[config.mk]
export PLATFORM = sky130hd
export DESIGN_NAME = cpu8_subset_execute_unit_top_flat
export DESIGN_NICKNAME = d
export VERILOG_FILES = /design/src/rtl/cpu8_pkg.sv /design/src/rtl/cpu8_in_if.sv /design/src/rtl/cpu8_out_if.sv /design/src/rtl/cpu8_cfg_if.sv /design/src/rtl/cpu8_front.sv /design/src/rtl/cpu8_back.sv /design/src/rtl/cpu8_subset_execute_unit_top.sv /design/src/flat_wrapper.sv
export SDC_FILE = /design/constraint.sdc
export NUM_CORES = 1
export LEC_CHECK = 0
export ABC_AREA = 0
export ABC_CLOCK_PERIOD_IN_PS = 6200
export BUFFER_PORTS_ARGS = -buffer_cell sky130_fd_sc_hd__buf_2
export CAP_MARGIN = 20
export CORE_MARGIN = 1
export CORE_UTILIZATION = 40
export CTS_CLUSTER_DIAMETER = 80
export DETAILED_ROUTE_END_ITERATION = 7
export MAX_ROUTING_LAYER = met4
export SLEW_MARGIN = 10
export SYNTH_ARGS = -nofsm -noshare
export SYNTH_HDL_FRONTEND = slang
export SYNTH_SLANG_ARGS = --single-unit
[constraint.sdc]
create_clock -name clk_i -period 6.2 [get_ports clk_i]
set_input_delay 0.31 -clock clk_i [delete_from_list [all_inputs] [get_ports clk_i]]
set_output_delay 0.31 -clock clk_i [all_outputs]
set_load 0.02 [all_outputs]
[src/rtl/cpu8_pkg.sv]
// Package for the 8-bit CPU subset execute unit: types, opcodes and codes.
// Used by the interfaces and by every module of the unit; depends on nothing.
`timescale 1ns / 1ps
`default_nettype none
package cpu8_pkg;

  localparam int unsigned AddrW = 16;
  localparam int unsigned DataW = 8;

  typedef enum logic [1:0] {
    BUS_READ  = 2'd0,
    BUS_WRITE = 2'd1,
    BUS_FAULT = 2'd2
  } bus_op_e;

  typedef enum logic [2:0] {
    PH_IDLE  = 3'd0,
    PH_FETCH = 3'd1,
    PH_OP1   = 3'd2,
    PH_OP2   = 3'd3,
    PH_LOAD  = 3'd4
  } phase_e;

  localparam logic [7:0] OpNop   = 8'h00;
  localparam logic [7:0] OpMviB  = 8'h06;
  localparam logic [7:0] OpLxiD  = 8'h11;
  localparam logic [7:0] OpLdaxD = 8'h1A;
  localparam logic [7:0] OpLxiH  = 8'h21;
  localparam logic [7:0] OpInxH  = 8'h23;
  localparam logic [7:0] OpLxiSp = 8'h31;
  localparam logic [7:0] OpMovMA = 8'h77;
  localparam logic [7:0] OpJmp   = 8'hC3;
  localparam logic [7:0] OpCall  = 8'hCD;

  // One input word as it enters the unit.
  typedef struct packed {
    logic             func;
    logic [DataW-1:0] read_data;
  } in_word_t;

  // One bus request word as it leaves the unit.
  typedef struct packed {
    bus_op_e          bus_op;
    logic [AddrW-1:0] bus_address;
    logic [DataW-1:0] write_data;
    logic             last;
  } out_word_t;

endpackage
`default_nettype wire

[src/rtl/cpu8_in_if.sv]
// Valid/ready channel carrying input words into the execute unit.
// Depends on cpu8_pkg.
`timescale 1ns / 1ps
`default_nettype none
interface cpu8_in_if;
  logic             valid;
  logic             ready;
  logic             func;
  logic [cpu8_pkg::DataW-1:0] read_data;

  modport source (output valid, output func, output read_data, input ready);
  modport sink (input valid, input func, input read_data, output ready);
endinterface
`default_nettype wire

[src/rtl/cpu8_out_if.sv]
// Valid/ready channel carrying bus request words out of the execute unit.
// Depends on cpu8_pkg.
`timescale 1ns / 1ps
`default_nettype none
interface cpu8_out_if;
  logic                       valid;
  logic                       ready;
  cpu8_pkg::bus_op_e          bus_op;
  logic [cpu8_pkg::AddrW-1:0] bus_address;
  logic [cpu8_pkg::DataW-1:0] write_data;
  logic                       last;

  modport source (output valid, output bus_op, output bus_address, output write_data,
                  output last, input ready);
  modport sink (input valid, input bus_op, input bus_address, input write_data,
                input last, output ready);
endinterface
`default_nettype wire

[src/rtl/cpu8_cfg_if.sv]
// Valid/ready write channel for the start address register.
// Depends on cpu8_pkg.
`timescale 1ns / 1ps
`default_nettype none
interface cpu8_cfg_if;
  logic                       valid;
  logic                       ready;
  logic [cpu8_pkg::AddrW-1:0] data;

  modport source (output valid, output data, input ready);
  modport sink (input valid, input data, output ready);
endinterface
`default_nettype wire

[src/rtl/cpu8_front.sv]
// Front end: accepts input words and holds them in a two-entry queue.
// Depends on cpu8_pkg.
`timescale 1ns / 1ps
`default_nettype none
module cpu8_front (
  input  wire                  clk_i,
  input  wire                  rst_ni,
  input  wire                  in_valid_i,
  output logic                 in_ready_o,
  input  cpu8_pkg::in_word_t   in_word_i,
  output logic                 q_valid_o,
  input  wire                  q_pop_i,
  output cpu8_pkg::in_word_t   q_word_o
);

  cpu8_pkg::in_word_t mem_q [2];
  logic       wr_ptr_q, wr_ptr_d, rd_ptr_q, rd_ptr_d;
  logic [1:0] cnt_q, cnt_d;
  logic       push, pop;

  assign in_ready_o = (cnt_q != 2'd2);
  assign q_valid_o  = (cnt_q != 2'd0);
  assign push       = in_valid_i && in_ready_o;
  assign pop        = q_pop_i && q_valid_o;
  assign q_word_o   = mem_q[rd_ptr_q];

  // Pointer and fill count update.
  always_comb begin
    wr_ptr_d = wr_ptr_q ^ push;
    rd_ptr_d = rd_ptr_q ^ pop;
    cnt_d    = cnt_q + {1'b0, push} - {1'b0, pop};
  end

  always_ff @(posedge clk_i or negedge rst_ni) begin
    if (!rst_ni) begin
      wr_ptr_q <= 1'b0;
      rd_ptr_q <= 1'b0;
      cnt_q    <= 2'd0;
    end else begin
      wr_ptr_q <= wr_ptr_d;
      rd_ptr_q <= rd_ptr_d;
      cnt_q    <= cnt_d;
    end
  end

  // Queue storage.
  always_ff @(posedge clk_i) begin
    if (push) begin
      mem_q[wr_ptr_q] <= in_word_i;
    end
  end

`ifndef SYNTH
  a_no_overflow: assert property (@(posedge clk_i) disable iff (!rst_ni)
    cnt_q == 2'd2 |-> !in_ready_o) else $error("queue overflow");
  a_cnt_range: assert property (@(posedge clk_i) disable iff (!rst_ni)
    cnt_q != 2'd3) else $error("bad fill count");
  a_pop_valid: assert property (@(posedge clk_i) disable iff (!rst_ni)
    cnt_q == 2'd0 |-> !pop) else $error("pop from empty queue");
`endif

endmodule
`default_nettype wire

[src/rtl/cpu8_back.sv]
// Back end: the phase machine with the register file; emits up to three
// bus request words per input word, one per cycle while the output is ready. Depends on cpu8_pkg.
`timescale 1ns / 1ps
`default_nettype none
module cpu8_back (
  input  wire                  clk_i,
  input  wire                  rst_ni,
  input  wire [cpu8_pkg::AddrW-1:0] start_addr_i,
  input  wire                  q_valid_i,
  output logic                 q_pop_o,
  input  cpu8_pkg::in_word_t   q_word_i,
  output logic                 out_valid_o,
  input  wire                  out_ready_i,
  output cpu8_pkg::out_word_t  out_word_o
);

  // Registers of the CPU.
  logic [15:0] pc_q, pc_d, sp_q, sp_d, de_q, de_d, hl_q, hl_d;
  logic [7:0]  acc_q, acc_d, b_q, b_d, opc_q, opc_d, lo_q, lo_d;
  logic        halt_q, halt_d;
  cpu8_pkg::phase_e ph_q, ph_d;

  // Pending request words: up to three, issued from slot 0 upward.
  cpu8_pkg::out_word_t slot_q [3];
  cpu8_pkg::out_word_t slot_d [3];
  logic [1:0] n_q, n_d, idx_q, idx_d;

  logic busy, take_out, consume;
  logic [15:0] word, pc_inc;

  cpu8_pkg::out_word_t fetch_w;

  assign busy     = (idx_q != n_q);
  assign out_valid_o = busy;
  assign out_word_o  = slot_q[idx_q];
  assign take_out = busy && out_ready_i;
  // A new word may be consumed once the last pending request leaves.
  assign consume  = q_valid_i && (!busy || (take_out && idx_q == n_q - 2'd1));
  assign q_pop_o  = consume;
  assign word     = {q_word_i.read_data, lo_q};
  assign pc_inc   = pc_q + 16'd1;

  function automatic cpu8_pkg::out_word_t mk(cpu8_pkg::bus_op_e op, logic [15:0] a,
                                             logic [7:0] d, logic l);
    cpu8_pkg::out_word_t w;
    w.bus_op = op; w.bus_address = a; w.write_data = d; w.last = l;
    return w;
  endfunction

  // Next-state and request generation for one consumed input word.
  always_comb begin
    pc_d = pc_q; sp_d = sp_q; de_d = de_q; hl_d = hl_q;
    acc_d = acc_q; b_d = b_q; opc_d = opc_q; lo_d = lo_q;
    halt_d = halt_q; ph_d = ph_q;
    slot_d = slot_q; n_d = n_q;
    idx_d = take_out ? idx_q + 2'd1 : idx_q;
    fetch_w = mk(cpu8_pkg::BUS_READ, pc_q, 8'd0, 1'b1);
    if (consume) begin
      idx_d = 2'd0;
      n_d   = 2'd0;
      if (!q_word_i.func) begin
        halt_d = 1'b0;
        pc_d   = start_addr_i;
        ph_d   = cpu8_pkg::PH_FETCH;
        slot_d[0] = mk(cpu8_pkg::BUS_READ, start_addr_i, 8'd0, 1'b1);
        n_d = 2'd1;
      end else if (!halt_q) begin
        unique case (ph_q)
          cpu8_pkg::PH_FETCH: begin
            opc_d = q_word_i.read_data;
            pc_d  = pc_inc;
            fetch_w = mk(cpu8_pkg::BUS_READ, pc_inc, 8'd0, 1'b1);
            unique case (q_word_i.read_data) inside
              cpu8_pkg::OpMviB, cpu8_pkg::OpLxiD, cpu8_pkg::OpLxiH,
              cpu8_pkg::OpLxiSp, cpu8_pkg::OpJmp, cpu8_pkg::OpCall: begin
                ph_d = cpu8_pkg::PH_OP1;
                slot_d[0] = fetch_w; n_d = 2'd1;
              end
              cpu8_pkg::OpNop: begin
                slot_d[0] = fetch_w; n_d = 2'd1;
              end
              cpu8_pkg::OpLdaxD: begin
                ph_d = cpu8_pkg::PH_LOAD;
                slot_d[0] = mk(cpu8_pkg::BUS_READ, de_q, 8'd0, 1'b1); n_d = 2'd1;
              end
              cpu8_pkg::OpInxH: begin
                hl_d = hl_q + 16'd1;
                slot_d[0] = fetch_w; n_d = 2'd1;
              end
              cpu8_pkg::OpMovMA: begin
                slot_d[0] = mk(cpu8_pkg::BUS_WRITE, hl_q, acc_q, 1'b0);
                slot_d[1] = fetch_w; n_d = 2'd2;
              end
              default: begin
                halt_d = 1'b1;
                ph_d   = cpu8_pkg::PH_IDLE;
                slot_d[0] = mk(cpu8_pkg::BUS_FAULT, pc_q, 8'd0, 1'b1); n_d = 2'd1;
              end
            endcase
          end
          cpu8_pkg::PH_OP1: begin
            lo_d = q_word_i.read_data;
            pc_d = pc_inc;
            if (opc_q == cpu8_pkg::OpMviB) begin
              b_d = q_word_i.read_data;
              ph_d = cpu8_pkg::PH_FETCH;
            end else begin
              ph_d = cpu8_pkg::PH_OP2;
            end
            slot_d[0] = mk(cpu8_pkg::BUS_READ, pc_inc, 8'd0, 1'b1); n_d = 2'd1;
          end
          cpu8_pkg::PH_OP2: begin
            ph_d = cpu8_pkg::PH_FETCH;
            pc_d = pc_inc;
            fetch_w = mk(cpu8_pkg::BUS_READ, pc_inc, 8'd0, 1'b1);
            slot_d[0] = fetch_w; n_d = 2'd1;
            unique case (opc_q)
              cpu8_pkg::OpLxiD:  de_d = word;
              cpu8_pkg::OpLxiH:  hl_d = word;
              cpu8_pkg::OpLxiSp: sp_d = word;
              cpu8_pkg::OpJmp: begin
                pc_d = word;
                slot_d[0] = mk(cpu8_pkg::BUS_READ, word, 8'd0, 1'b1);
              end
              default: begin
                sp_d = sp_q - 16'd2;
                pc_d = word;
                slot_d[0] = mk(cpu8_pkg::BUS_WRITE, sp_q - 16'd2, pc_inc[7:0], 1'b0);
                slot_d[1] = mk(cpu8_pkg::BUS_WRITE, sp_q - 16'd1, pc_inc[15:8], 1'b0);
                slot_d[2] = mk(cpu8_pkg::BUS_READ, word, 8'd0, 1'b1);
                n_d = 2'd3;
              end
            endcase
          end
          cpu8_pkg::PH_LOAD: begin
            acc_d = q_word_i.read_data;
            ph_d  = cpu8_pkg::PH_FETCH;
            slot_d[0] = fetch_w; n_d = 2'd1;
          end
          default: ;
        endcase
      end
    end
  end

  always_ff @(posedge clk_i or negedge rst_ni) begin
    if (!rst_ni) begin
      pc_q <= '0; sp_q <= '0; de_q <= '0; hl_q <= '0;
      acc_q <= '0; b_q <= '0; opc_q <= '0; lo_q <= '0;
      halt_q <= 1'b0; ph_q <= cpu8_pkg::PH_IDLE;
      n_q <= '0; idx_q <= '0;
    end else begin
      pc_q <= pc_d; sp_q <= sp_d; de_q <= de_d; hl_q <= hl_d;
      acc_q <= acc_d; b_q <= b_d; opc_q <= opc_d; lo_q <= lo_d;
      halt_q <= halt_d; ph_q <= ph_d;
      n_q <= n_d; idx_q <= idx_d;
    end
  end

  // Request payload slots.
  always_ff @(posedge clk_i) begin
    slot_q <= slot_d;
  end

`ifndef SYNTH
  a_idx_bound: assert property (@(posedge clk_i) disable iff (!rst_ni)
    idx_q <= n_q) else $error("issue index beyond pending count");
  a_halt_idle: assert property (@(posedge clk_i) disable iff (!rst_ni)
    halt_q |-> ph_q == cpu8_pkg::PH_IDLE) else $error("halted but not idle");
  a_last_end: assert property (@(posedge clk_i) disable iff (!rst_ni)
    out_valid_o |-> (out_word_o.last == (idx_q == n_q - 2'd1)))
    else $error("last flag misplaced");
`endif

endmodule
`default_nettype wire

[src/rtl/cpu8_subset_execute_unit_top.sv]
// Execute unit top: input queue, phase machine, start address register.
// An input word is registered in the queue, then in the request slots.
// Throughput: one input word every cycle while the output is ready, when it
// causes one request; a word causing n requests holds the next word back.
// Reset: asynchronous, active low; all CPU registers clear and the unit idles.
// Depends on cpu8_pkg, the channel interfaces, cpu8_front and cpu8_back.
`timescale 1ns / 1ps
`default_nettype none
module cpu8_subset_execute_unit_top (
  input  wire        clk_i,
  input  wire        rst_ni,
  cpu8_in_if.sink    in_i,
  cpu8_out_if.source out_o,
  cpu8_cfg_if.sink   cfg_i
);

  logic [cpu8_pkg::AddrW-1:0] start_q;
  cpu8_pkg::in_word_t  in_w, q_w;
  cpu8_pkg::out_word_t o_w;
  logic q_valid, q_pop;

  assign cfg_i.ready = 1'b1;

  // Start address register.
  always_ff @(posedge clk_i or negedge rst_ni) begin
    if (!rst_ni) begin
      start_q <= '0;
    end else if (cfg_i.valid) begin
      start_q <= cfg_i.data;
    end
  end

  assign in_w.func      = in_i.func;
  assign in_w.read_data = in_i.read_data;

  cpu8_front u_front (
    .clk_i, .rst_ni,
    .in_valid_i (in_i.valid), .in_ready_o (in_i.ready), .in_word_i (in_w),
    .q_valid_o (q_valid), .q_pop_i (q_pop), .q_word_o (q_w)
  );

  cpu8_back u_back (
    .clk_i, .rst_ni, .start_addr_i (start_q),
    .q_valid_i (q_valid), .q_pop_o (q_pop), .q_word_i (q_w),
    .out_valid_o (out_o.valid), .out_ready_i (out_o.ready), .out_word_o (o_w)
  );

  assign out_o.bus_op      = o_w.bus_op;
  assign out_o.bus_address = o_w.bus_address;
  assign out_o.write_data  = o_w.write_data;
  assign out_o.last        = o_w.last;

endmodule
`default_nettype wire
[src/flat_wrapper.sv]
// flat-port wrapper written by rule: the top's interface ports become plain ports
module cpu8_subset_execute_unit_top_flat 
  (clk_i, rst_ni, in_i_valid, in_i_func, in_i_read_data, in_i_ready, out_o_valid, out_o_bus_op, out_o_bus_address, out_o_write_data, out_o_last, out_o_ready, cfg_i_valid, cfg_i_data, cfg_i_ready);
  cpu8_in_if in_i_i ();
  cpu8_out_if out_o_i ();
  cpu8_cfg_if cfg_i_i ();
  input  wire clk_i;
  input  wire rst_ni;
  input wire logic [$bits(in_i_i.valid)-1:0] in_i_valid;
  input wire logic [$bits(in_i_i.func)-1:0] in_i_func;
  input wire logic [$bits(in_i_i.read_data)-1:0] in_i_read_data;
  output wire logic [$bits(in_i_i.ready)-1:0] in_i_ready;
  output wire logic [$bits(out_o_i.valid)-1:0] out_o_valid;
  output wire logic [$bits(out_o_i.bus_op)-1:0] out_o_bus_op;
  output wire logic [$bits(out_o_i.bus_address)-1:0] out_o_bus_address;
  output wire logic [$bits(out_o_i.write_data)-1:0] out_o_write_data;
  output wire logic [$bits(out_o_i.last)-1:0] out_o_last;
  input wire logic [$bits(out_o_i.ready)-1:0] out_o_ready;
  input wire logic [$bits(cfg_i_i.valid)-1:0] cfg_i_valid;
  input wire logic [$bits(cfg_i_i.data)-1:0] cfg_i_data;
  output wire logic [$bits(cfg_i_i.ready)-1:0] cfg_i_ready;
  assign in_i_i.valid = in_i_valid;
  assign in_i_i.func = in_i_func;
  assign in_i_i.read_data = in_i_read_data;
  assign in_i_ready = in_i_i.ready;
  assign out_o_valid = out_o_i.valid;
  assign out_o_bus_op = out_o_i.bus_op;
  assign out_o_bus_address = out_o_i.bus_address;
  assign out_o_write_data = out_o_i.write_data;
  assign out_o_last = out_o_i.last;
  assign out_o_i.ready = out_o_ready;
  assign cfg_i_i.valid = cfg_i_valid;
  assign cfg_i_i.data = cfg_i_data;
  assign cfg_i_ready = cfg_i_i.ready;
  cpu8_subset_execute_unit_top u_core (.clk_i(clk_i), .rst_ni(rst_ni), .in_i(in_i_i), .out_o(out_o_i), .cfg_i(cfg_i_i));
endmodule
* After elaboration in Yosys (flattened, before gate mapping)
Memory sizes are Yosys's and may differ from the RTL's.
Cells that the tools add are included.
** Storage, ports and cells
- Register bits after elaboration :: 186
- Bits in latches :: 0
- Memory bits (writable) :: 18
- Memory bits (read-only) :: 0
- Input port bits :: 30
- Output and inout bits :: 30
- Logic and storage cells :: 140
- Memories :: 1
** Memories
- u_core.u_front.mem_q :: words 2, width 9, read ports 1, clocked after memory_dff 0, wr ports 1, RTL line cpu8_front.sv:16 : cpu8_pkg::in_word_t mem_q [2];
** Operators by class
- $add $sub $neg :: 8
- Multiply operators :: 0
- Divide/modulo/power cells :: 0
- Order comparisons :: 1
- Equality and inequality tests :: 30
- Shift operators :: 0
- Mux-type cells :: 38
- Bitwise operators :: 6
- Reductions and logical operators :: 32
** Operators with widths (count)
- $mux W27 :: 4
- $pmux W27 S4 :: 1
- $pmux W16 S2 :: 3
- $mux W81 :: 1
- $pmux W27 S3 :: 1
- $mux W16 :: 5
- $bmux W27 S2 :: 1
- $mux W54 :: 1
- $pmux W27 S2 :: 1
- $pmux W26 S2 :: 1
- $eq A8 B6 Y1 const B :: 5
- $add A16 B1 Y16 const B :: 2
- $mux W25 :: 1
- $eq A8 B5 Y1 const B :: 3
- $eq A8 B8 Y1 const B :: 3
- $pmux W3 S3 :: 2
- $eq A8 B3 Y1 const B :: 2
- $reduce_and A4 Y1 :: 4
- $sub A16 B1 Y16 const B :: 1
- $sub A16 B2 Y16 const B :: 1
- $reduce_and A5 Y1 :: 3
- $mux W2 :: 7
- $ne A2 B2 Y1 const B :: 6
- $reduce_and A6 Y1 :: 2
- 33 further kinds :: 54

* Depth between registers and ports, before layout
- Depth after elaboration :: 7
- Depth in mapped cells :: 11
- Mapped depth without buffers :: 9

* Cells and area by module
Synthesis repeated with hierarchy kept, for this count alone.
** Second synthesis, totals
- Cell total of the unflattened synthesis :: 1136
- Area, all modules :: 11408.4 um^2
** Modules (own cells, without submodules)
- cpu8_back :: times used 1, cells each 1049, area each 9872.0 um^2, sequential area each 4474.3 um^2
- cpu8_front :: times used 1, cells each 51, area each 875.8 um^2, sequential area each 640.6 um^2
- cpu8_subset_execute_unit_top :: times used 1, cells each 36, area each 660.6 um^2, sequential area each 400.4 um^2

* Worst setup path after synthesis
OpenSTA, ideal clock, no wires.
- Kind :: reg-to-reg
- Start point :: register u_core.u_front.rd_ptr_q
- End point :: register u_core.u_back.slot_q[27] (netlist name) (enable)
- Library setup time :: 443 ps
- Data arrival time :: 3626 ps
- Data required time :: 5757 ps
- Slack :: 2130 ps
- Cell stages (with the launch flop) :: 9
- Path buffers :: 4
- Period minus slack after synthesis :: 4070 ps
- Cells stage by stage :: dfrtp_1 > buf_6 > buf_6 > buf_6 > o31ai_2 > nor4b_4 > buf_2 > mux2i_1 > nor3_1
** On the way
- Longest elaborated chain between the ends :: 4
** RTL lines
- from (decl) :: RTL line cpu8_front.sv:17 : logic wr_ptr_q, wr_ptr_d, rd_ptr_q, rd_ptr_d;
- from (signal assigned) :: RTL line cpu8_front.sv:41 : rd_ptr_q <= rd_ptr_d;
- $mem_v2 Z2 W9 (*)
- $eq A8 B7 Y1 (no line)
- $ne A2 B2 Y1 (no line)
- $reduce_and A6 Y1 (no line) (*)
- to (signal assigned) :: RTL line cpu8_back.sv:162 : slot_q <= slot_d;
- to (decl) :: RTL line cpu8_back.sv:24 : cpu8_pkg::out_word_t slot_q [3];
Every way passes the cells marked *; elsewhere a longest branch is shown, timed or not.
A chain may end at the register's enable or synchronous reset.

* Worst setup path after layout
- Start point :: register u_core.u_front.rd_ptr_q
- End point :: register u_core.u_back.slot_q[69] (netlist name) (data pin)
** On the way
- Longest elaborated chain between the ends :: 7
- Elaborated cells on any way between the ends :: 16
** RTL lines
- $mem_v2 Z2 W9 (*)
- $eq A8 B3 Y1 (no line), or another cell as far along
- $reduce_or A8 Y1 (no line)
- $pmux W27 S3 :: RTL line cpu8_back.sv:73 : unique case (q_word_i.read_data) inside
- $pmux W27 S4 :: RTL line cpu8_back.sv:68 : unique case (ph_q)
- $mux W81 :: RTL line cpu8_back.sv:67 : end else if (!halt_q) begin
- $mux W25 (*) :: RTL line cpu8_back.sv:61 : if (!q_word_i.func) begin
Every way passes the cells marked *; elsewhere a longest branch is shown, timed or not. The select of a mux whose other input is x is not followed.

==> run_results.csv <==
group,metric,value,unit
outcome,outcome,"finished, violations left",
outcome,violations,"hold timing",
floorplan,rows,61,
detailed_routing,via_per_inst,6.09,
global_routing,grt_pass1_vias,9242,
run,max-cap-violations,0,
setup_path,crit_chain,"mux2i_2 -> nand2_1 -> nor4b_4 -> nor2_1 -> and2_1 -> nor4_1 -> o31ai_1",
clock_tree,numCtsBuffers,24,
yosys,synth_nets,1248,
setup_path,start_kind,"register",
final_layout,final_layout_size_suffix_gt1_frac,0.136,
global_routing,use_met1,0.408,
detailed_routing,drcViolationCount,0,
sta,rsz0062_at_grt,"false",
sta,finClkSkew,0.0170,ns
floorplan,initial_core_util,0.409,
final_layout,post-route-cell-area,12900,um^2
yosys,synth_ff_type,"dfrtp_1",
yosys,synthTopCellsByArea,"dfrtp_1 25%, edfxtp_1 23%, a21oi_1 4.5%",
final_layout,multiInputGateArea,5440,um^2
sta,period_share,0.675,
sta,drv_slew,0,
final_layout,regArea,5520,um^2
place,place_area,12000,um^2
clock_tree,path_clk_slew,0.06,ns
pwr,power.leakage,5.01,nW
yosys,synth-async-reset-ratio,0.571,
detailed_routing,drt_iter0_drc,1091,
global_routing,grt_pass1_wl,61.3,mm
yosys,synth_area_per_cell,9.48,um^2
place,port_buffers,58,
place,place_hpwl,28.9,mm
global_routing,use_met2,0.425,
final_layout,synthToLayoutAreaGrowth,12.9,%
global_routing,use_met3,0.0499,
setup_path,cp.arrival,4.44,ns
detailed_routing,drt_pass1_iterations,5,
pwr,ir_drop,0.217,mV
detailed_routing,ant_nets,0,
floorplan,dieArea,29300,um^2
clock_tree,post_cts_resized,0,
yosys,yosys.area.top_type,"dfrtp_1",
yosys,synth.top_cells.by_count,"126 x nor2_1, 122 x nand2_1, 116 x dfrtp_1, 103 x a21oi_1, 87 x edfxtp_1",
yosys,syn_area,11500,um^2
clock_tree,cts_num_sinks,203,
floorplan,core,28000,um^2
setup_path,slowest_stage,"dfrtp_1",
pwr,power,5.91,mW
global_routing,grt_usage,0.295,
yosys,synth-edff-count,87,
place,place_congestion,1.01,
sta,setup_viol,0,
clock_tree,root_buffer,"clkbuf_16",
clock_tree,postCtsSetupBuffers,0,
detailed_routing,avgRoutedWirePerCell,25.2,um
sta,fin_hold_ws,-0.0363,ns
global_routing,grt_max_degree,71,
yosys,synth.top_cell.area_share,0.253,
yosys,yosysMostFrequentCell,"nor2_1",
setup_path,path_class,"reg2reg",
global_routing,grt_antenna_before_repair,0,
worst_hold_path,hold_path.class,"in2async",
setup_path,path_max_fanout,24,
floorplan,io_pins,60,
sta,fmax,0.239,GHz
final_layout,fin_nets,1276,
detailed_routing,routed_wl,41.2,mm
sta,fin_setup_tns,0,ns
detailed_routing,dr_total_vias,9939,
clock_tree,cts_hold_buf,9,
clock_tree,clock_latency,0.53,ns
clock_tree,cts_tree,"yes",
final_layout,final_cells,1633,
yosys,yosys_warnings,0,
setup_path,cp.required,6.46,ns
yosys,netlist-cell-type-count,80,
pwr,powerDensity,457,nW/um^2
floorplan,die_w,171,um
clock_tree,htreeDepth,1,
sta,finalHoldViolCount,69,
global_routing,top_usage_layer,"met2",
final_layout,fill_cells,2741,
yosys,synth_cells,1209,
final_layout,fin_util,0.462,
setup_path,slowest_delay,1.00,ns
place,place_inst,1579,
sta,tightestPinTransition,1.09,ns
setup_path,endpoint_kind,"register",
sta,min_period,4.19,ns
yosys,synth_seq_cells,203,
sta,max-slew-margin-rel,0.271,
clock_tree,clockBufferDepth,3,
floorplan,die_y,171,um
yosys,synth_seq_area_share,0.481,
global_routing,gr-total-overflow,0,
[cell usage in the layout, fill, tap and decap left out, types with 27 or more instances in the layout]
master,instances
o22ai_1,41
buf_4,30
buf_2,57
clkbuf_16,27
dfrtp_1,116
inv_1,27
nand3_1,34
mux2i_1,31
nor2_1,126
o21ai_0,82
nand2_1,122
edfxtp_1,87
xnor2_1,28
a21oi_1,103
[metal layers]
metal / up-vias / part of all wire
li1: 4509 / -
met2: 444 / 0.44
met1: 4884 / 0.44
met4: 0 / 0.045
met3: 102 / 0.082
met5: - / 0
[per-stage QoR]
step	hold WS, ns	worst slack, ns
floorplan	0.0144	2.13
global placement	0.463	2.26
detailed placement	0.475	2.14
CTS	0.00119	2.15
global route	0.0119	1.83
finish	-0.0363	2.01
[kinds of logic after synthesis]
group	after synthesis	share of synthesized area
AO/OA/AOI/OAI	367	0.201
XOR/XNOR	49	0.0374
adder cells (fa/ha/maj)	9	0.00982
buffers and inverters	125	0.0457
flip-flops	203	0.481
multiplexers	64	0.0627
other	1	0.000327
AND/OR/NAND/NOR	391	0.162
[registers in the layout, summed over array words and instances, names as in the netlist]
signal	count
u_core.u_back.hl_q	16
u_core.u_back.lo_q	8
u_core.u_back.halt_q	1
u_core.u_back.opc_q	8
u_core.u_back.sp_q	16
u_core.u_back.pc_q	16
u_core.u_back.de_q	16
u_core.u_back.slot_q	69
u_core.u_back.idx_q	2
u_core.u_front.wr_ptr_q	1
u_core.u_front.rd_ptr_q	1
u_core.u_back.n_q	2
u_core.start_q	16
u_core.u_back.acc_q	8
u_core.u_front.cnt_q	2
u_core.u_back.ph_q	3
u_core.u_front.mem_q	18
[power by group]
group	switching (mW)	leakage, nW	internal [mW]
Sequential	0.366	2.12	1.74
Clock	0.556	0.386	0.848
Combinational	1.63	2.51	0.766
[final cells by class]
class                      count  share of cell area
inverter                      30             0.00870
antenna                        1            0.000193
clock buffer                  35              0.0561
sequential                   203               0.426
tap                          378              0.0365
timing repair buffer          97              0.0476
multi-input combinational    881               0.420
clock inverter                 8             0.00464
[worst paths after layout]
path,start,to,slack (ns),cells after the start
worst min-delay path,rst_ni,u_core.u_back.sp_q[6]$_DFFE_PN0P_,-0.04,1
worst max-delay path,u_core.u_front.rd_ptr_q$_DFF_PN0_,u_core.u_back.slot_q[69]$_DFFE_PP_,2.01,7
min in group clk_i,cfg_i_data[9],u_core.start_q[9]$_DFFE_PN0P_,0.02,2
worst min register to register,u_core.u_back.de_q[14]$_DFFE_PN0P_,u_core.u_back.de_q[14]$_DFFE_PN0P_,0.48,2
worst max register to register,u_core.u_front.rd_ptr_q$_DFF_PN0_,u_core.u_back.slot_q[69]$_DFFE_PP_,2.01,7
max in group asynchronous,rst_ni,u_core.u_back.lo_q[6]$_DFFE_PN0P_,5.00,2
[critical path: cells and delay by family, from the launching register on]
family	cells	cell delay (ns)
multiplexers	1	0.68
flip-flops	1	1.00
AND/OR/NAND/NOR	5	2.11
AO/OA/AOI/OAI	1	0.13
Power figures use the tool's default switching activity.
